--- src/rtl/nearest_node_and_kill_query_unit_defines.svh ---
// ----------------------------------------------------------------------------
// Assertion macros for the nearest node and kill query unit
// Each macro is one labeled concurrent assertion clocked on the rising edge.
// ----------------------------------------------------------------------------
`ifndef NEAREST_NODE_AND_KILL_QUERY_UNIT_DEFINES_SVH
`define NEAREST_NODE_AND_KILL_QUERY_UNIT_DEFINES_SVH

// same-cycle implication
`define NNKQ_ASSERT_IMP(lbl, clk, rst_n, ante, cons) \
  lbl: assert property (@(posedge clk) disable iff (!rst_n) (ante) |-> (cons)) \
    else $error("nnkq: assertion failed");

// next-cycle implication
`define NNKQ_ASSERT_NXT(lbl, clk, rst_n, ante, cons) \
  lbl: assert property (@(posedge clk) disable iff (!rst_n) (ante) |=> (cons)) \
    else $error("nnkq: assertion failed");

`endif

--- src/rtl/nnkq_pkg.sv ---
// ----------------------------------------------------------------------------
// nnkq_pkg
// Item types, codes and fixed widths of the nearest node and kill query unit.
// ----------------------------------------------------------------------------
`default_nettype none

package nnkq_pkg;

  localparam int FIELD_W   = 16;
  localparam int RAD_W     = 16;
  localparam int IDX_OUT_W = 11;
  localparam int DSQ_W     = 33;
  localparam int CFG_IDX_W = 1;

  localparam logic OP_LOAD  = 1'b0;
  localparam logic OP_QUERY = 1'b1;

  localparam logic [CFG_IDX_W-1:0] CFG_ATTRACT = 1'b0;
  localparam logic [CFG_IDX_W-1:0] CFG_KILL    = 1'b1;

  typedef struct packed {
    logic                      op;
    logic signed [FIELD_W-1:0] px;
    logic signed [FIELD_W-1:0] py;
    logic                      restart;
  } in_item_t;

  typedef struct packed {
    logic [IDX_OUT_W-1:0] nearest_index;
    logic                 killed;
  } out_item_t;

  // one distance result per node; far means the distance exceeds any radius
  typedef struct packed {
    logic             valid;
    logic             far;
    logic [DSQ_W-1:0] d_sq;
  } dist_res_t;

endpackage

`default_nettype wire

--- src/rtl/nnkq_dist_unit.sv ---
// ----------------------------------------------------------------------------
// nnkq_dist_unit
// Three-stage squared distance pipeline: abs difference, square, sum.
// ----------------------------------------------------------------------------
`default_nettype none

module nnkq_dist_unit #(
  parameter int COORD_BITS = 16,
  parameter int IDX_W      = 11
) (
  input  logic                         clk_i,
  input  logic                         rst_ni,
  input  logic                         in_valid_i,
  input  logic [IDX_W-1:0]             in_idx_i,
  input  logic signed [COORD_BITS-1:0] qx_i,
  input  logic signed [COORD_BITS-1:0] qy_i,
  input  logic signed [COORD_BITS-1:0] nx_i,
  input  logic signed [COORD_BITS-1:0] ny_i,
  output nnkq_pkg::dist_res_t          res_o,
  output logic [IDX_W-1:0]             res_idx_o,
  output logic                         busy_o
);

  logic [COORD_BITS:0]   dx, dy, adx, ady;
  logic [31:0]           ax_w, ay_w;

  logic                  s1_valid_q, s2_valid_q, s3_valid_q;
  logic                  s1_far_q, s2_far_q, s3_far_q;
  logic [IDX_W-1:0]      s1_idx_q, s2_idx_q, s3_idx_q;
  logic [15:0]           s1_ax_q, s1_ay_q;
  logic [31:0]           s2_sqx_q, s2_sqy_q;
  logic [nnkq_pkg::DSQ_W-1:0] s3_dsq_q;

  assign dx   = {qx_i[COORD_BITS-1], qx_i} - {nx_i[COORD_BITS-1], nx_i};
  assign dy   = {qy_i[COORD_BITS-1], qy_i} - {ny_i[COORD_BITS-1], ny_i};
  assign adx  = dx[COORD_BITS] ? (~dx + 1'b1) : dx;
  assign ady  = dy[COORD_BITS] ? (~dy + 1'b1) : dy;
  assign ax_w = 32'(adx[COORD_BITS-1:0]);
  assign ay_w = 32'(ady[COORD_BITS-1:0]);

  always_ff @(posedge clk_i or negedge rst_ni) begin
    if (!rst_ni) begin
      s1_valid_q <= 1'b0;
      s2_valid_q <= 1'b0;
      s3_valid_q <= 1'b0;
    end else begin
      s1_valid_q <= in_valid_i;
      s2_valid_q <= s1_valid_q;
      s3_valid_q <= s2_valid_q;
    end
  end

  always_ff @(posedge clk_i) begin
    // a magnitude of 2^16 or more squares above every squared radius
    s1_far_q <= (|ax_w[31:16]) | (|ay_w[31:16]);
    s1_idx_q <= in_idx_i;
    s1_ax_q  <= ax_w[15:0];
    s1_ay_q  <= ay_w[15:0];
    s2_far_q <= s1_far_q;
    s2_idx_q <= s1_idx_q;
    s2_sqx_q <= s1_ax_q * s1_ax_q;
    s2_sqy_q <= s1_ay_q * s1_ay_q;
    s3_far_q <= s2_far_q;
    s3_idx_q <= s2_idx_q;
    s3_dsq_q <= {1'b0, s2_sqx_q} + {1'b0, s2_sqy_q};
  end

  assign res_o.valid = s3_valid_q;
  assign res_o.far   = s3_far_q;
  assign res_o.d_sq  = s3_dsq_q;
  assign res_idx_o   = s3_idx_q;
  assign busy_o      = s1_valid_q | s2_valid_q | s3_valid_q;

endmodule

`default_nettype wire

--- config.mk ---
export PLATFORM = sky130hd
export DESIGN_NAME = nnkq_dist_unit
export DESIGN_NICKNAME = d
export VERILOG_FILES = /design/src/rtl/nearest_node_and_kill_query_unit_defines.svh /design/src/rtl/nnkq_pkg.sv /design/src/rtl/nnkq_dist_unit.sv
export SDC_FILE = /design/constraint.sdc
export NUM_CORES = 1
export LEC_CHECK = 0
export BUFFER_PORTS_ARGS = -buffer_cell sky130_fd_sc_hd__clkbuf_2
export CAP_MARGIN = 20
export CORE_ASPECT_RATIO = 1.4
export CORE_MARGIN = 1.5
export CORE_UTILIZATION = 38
export DETAILED_ROUTE_END_ITERATION = 6
export PLACE_DENSITY = 0.62
export SYNTH_ARGS = -nofsm -noshare
export SYNTH_HDL_FRONTEND = slang
export SYNTH_SLANG_ARGS = --single-unit
--- constraint.sdc ---
create_clock -name clk_i -period 8.8 [get_ports clk_i]
set_input_delay 1.76 -clock clk_i [delete_from_list [all_inputs] [get_ports clk_i]]
set_output_delay 1.76 -clock clk_i [all_outputs]
set_load 0.01 [all_outputs]
==> flow_summary_export.csv <==
group,metric,value,unit
status,status,"finished clean",
placement,globalplace.congestion,0.9059,
yosys,synthAdderAreaFrac,45.96,%
sta,finalHoldViolations,0,
floorplanning,die_width,203.9,microns
worst_setup_path,regToRegSetupSlack,1600,ps
yosys,synthArstFlopShare,1.840,%
placement,dp_hpwl,40490,microns
finish,nFillCells,5456,
sta,layout_min_cycle_time,7197,ps
yosys,synth_xor_xnor_area_share,5.624,%
finish,syn2layout_area_growth,8.899,%
yosys,synth_area,21470,sq um
clock_network,clock-root-buffer,"clkbuf_16",
sta,fin_ws,1603,ps
yosys,synth_cell_types,80,
yosys,syn-num-nets,3048,
clock_network,htree_levels,4,
route,drt.antenna.violating_nets,0,
route,routed_wl,48000,microns
route,dr.first_iter.drc_count,530,
sta,fmax,138.9,MHz
sta,maxSlewViolCount,0,
placement,dpl_cell_area,22790,sq um
worst_setup_path,cp_slowest_cell,"dfxtp_1",
job,drv_cap,0,
yosys,synth_edf_count,0,
worst_setup_path,cpLargestDelayFamily,"adder cells",
yosys,synth_compound_area_share,9.907,%
finish,final_common_cell,"inv_1",
sta,rsz0062_at_grt,"no",
route,dr.pass1.iters,5,
sta,relSlewSlack,37.06,%
clock_network,cts_buffers,17,
worst_setup_path,crit_buf_inv,6,
worst_setup_path,crit_fanout,17,
grt,grt_usage,17.44,%
clock_network,post-cts-setup-buffers,0,
route,wl_per_cell,14.95,microns
floorplanning,die_h,284.2,microns
worst_setup_path,critPathArrivalTime,7540,ps
grt,grt_overflow_total,0,
sta,setup_viol,0,
clock_network,cts_tree,"built",
grt,grt_pass1_wl,80940,microns
worst_setup_path,worst_ep_required_time,9150,ps
route,vias_per_cell,4.863,
yosys,ys_ff_latch,163,
yosys,yosys.area_share.simple,11.87,%
yosys,yosys_most_used_dff,"dfxtp_1",
placement,io_buffer_count,123,
clock_network,clk_path_buf_depth,2,
worst_setup_path,worstPathCellList,"and2_1 -> inv_1 -> fa_1 -> inv_1 -> fa_1 -> inv_1 -> fa_1 -> inv_1 -> fa_1 -> fa_1 -> inv_1 -> fa_1 -> inv_1 -> ha_1 -> nand4_1 -> nor4b_2 -> o31ai_1 -> o211a_1 -> o41ai_1 -> a221o_1 -> a21oi_1 -> xnor2_1",
floorplanning,io_pins,125,
clock_network,clkSinkCount,163,
hold_path,hp-class,"reg2reg",
floorplanning,dieArea,57950,sq um
finish,layout_common_cells,"inv_1, fa_1, ha_1",
floorplanning,core,55520,sq um
finish,drive_gt1_share,7.578,%
route,drc,0,
finish,fin_area,23380,sq um
sta,min_period_over_period,81.78,%
worst_setup_path,end_kind,"register",
yosys,yosys_warnings,0,
worst_setup_path,max_stage_delay,780,ps
yosys,ys_seq_area_share,15.27,%
clock_network,cts_resized,0,
route,vias,15610,
floorplanning,num_rows,102,
grt,antenna_found_initial,0,
yosys,syn_area_per_cell,9.032,sq um
placement,pre_cts_slack,1570,ps
clock_network,clk_pin_slew_worst_paths,70,ps
sta,finClkSkew,13.08,ps
yosys,syn_inst,2377,
worst_setup_path,worstSetupStartpointType,"register",
clock_network,clk_latency,460,ps
yosys,yosys-mux-area-fraction,0.3089,%
grt,grt_max_degree,21,
floorplanning,initial_core_util,38.67,%
finish,final_nets,3139,
yosys,synth_top_family_by_area,"adder cells",
clock_network,hold_buffers,0,
worst_setup_path,critPathKind,"reg2reg",
grt,grt_pass1_vias,16643,
sta,tightest_slew,932.3,ps
sta,tns,0,ps
==> cell families after synthesis <==
logic type	count (synthesis)
other cells	1
flops	163
xor+xnor	137
buf+inv	628
fa+ha+maj	593
compound gates	322
mux	6
simple gates	527
==> state kept, by name, summed over array words and instances (netlist names), 11 cells and up <==
register / flops
s2_sqy_q: 31
s3_dsq_q: 33
s2_sqx_q: 31
s1_ax_q: 16
s1_idx_q: 11
res_idx_o: 11
s1_ay_q: 16
s2_idx_q: 11
==> area by class of cell <==
| cell class | instances | area (sq um) | area share, % |
|---|---|---|---|
| multi-input combinational | 1586 | 15820 | 67.67 |
| sequential | 163 | 3278 | 14.02 |
| inverter | 574 | 2155 | 9.215 |
| tap | 728 | 910.9 | 3.896 |
| timing repair buffer | 126 | 643.1 | 2.751 |
| clock buffer | 18 | 429.2 | 1.836 |
| clock inverter | 14 | 141.4 | 0.6047 |
| antenna | 1 | 2.502 | 0.01070 |
==> cells in the mapped netlist (38+ instances only) <==
library cell  number  area, sq um
clkbuf_1          47        176.4
nor2_1           108        405.4
ha_1             267         3341
a21oi_1           98        490.5
dfxtp_1          160         3203
and2_1            85        531.8
nand2_1          197        739.5
inv_1            574         2155
xor2_1            38        332.8
fa_1             326         6526
xnor2_1           98        858.3
o21ai_0           54        270.3
==> worst paths after layout <==
check	from	to	depth (start not counted)
setup / recovery	s1_ay_q[5]	s2_sqy_q[31]	22
hold / removal	s1_idx_q[5]	s2_idx_q[5]	0
setup reg to reg	s1_ay_q[5]	s2_sqy_q[31]	22
hold reg to reg	s1_idx_q[5]	s2_idx_q[5]	0
max in group asynchronous	rst_ni	s2_valid_q	1
min in group asynchronous	rst_ni	s1_valid_q	1
==> layer usage <==
| metal | global-route usage (%) | up-vias | wire [microns] |
|---|---|---|---|
| met4 | 5.574 | 0 | 1135 |
| li1 | - | 7600 | - |
| met5 | 0 | - | 0 |
| met2 | 33.44 | 195 | 26450 |
| met3 | 1.857 | 62 | 1084 |
| met1 | 19.81 | 7753 | 19330 |
==> through the flow <==
step,hold slack [ps],util (%),cells
6_report,329.1,42.11,3210
5_1_grt,334.7,42.11,3209
2_1_floorplan,309.6,-,2377
3_5_place_dp,312.8,41.05,3175
4_1_cts,329.6,42.07,3207
3_3_place_gp,309.6,41.05,3175
Power is not shown: default switching activity piles up to over one toggle a cycle in this logic, so the estimate is an artifact.
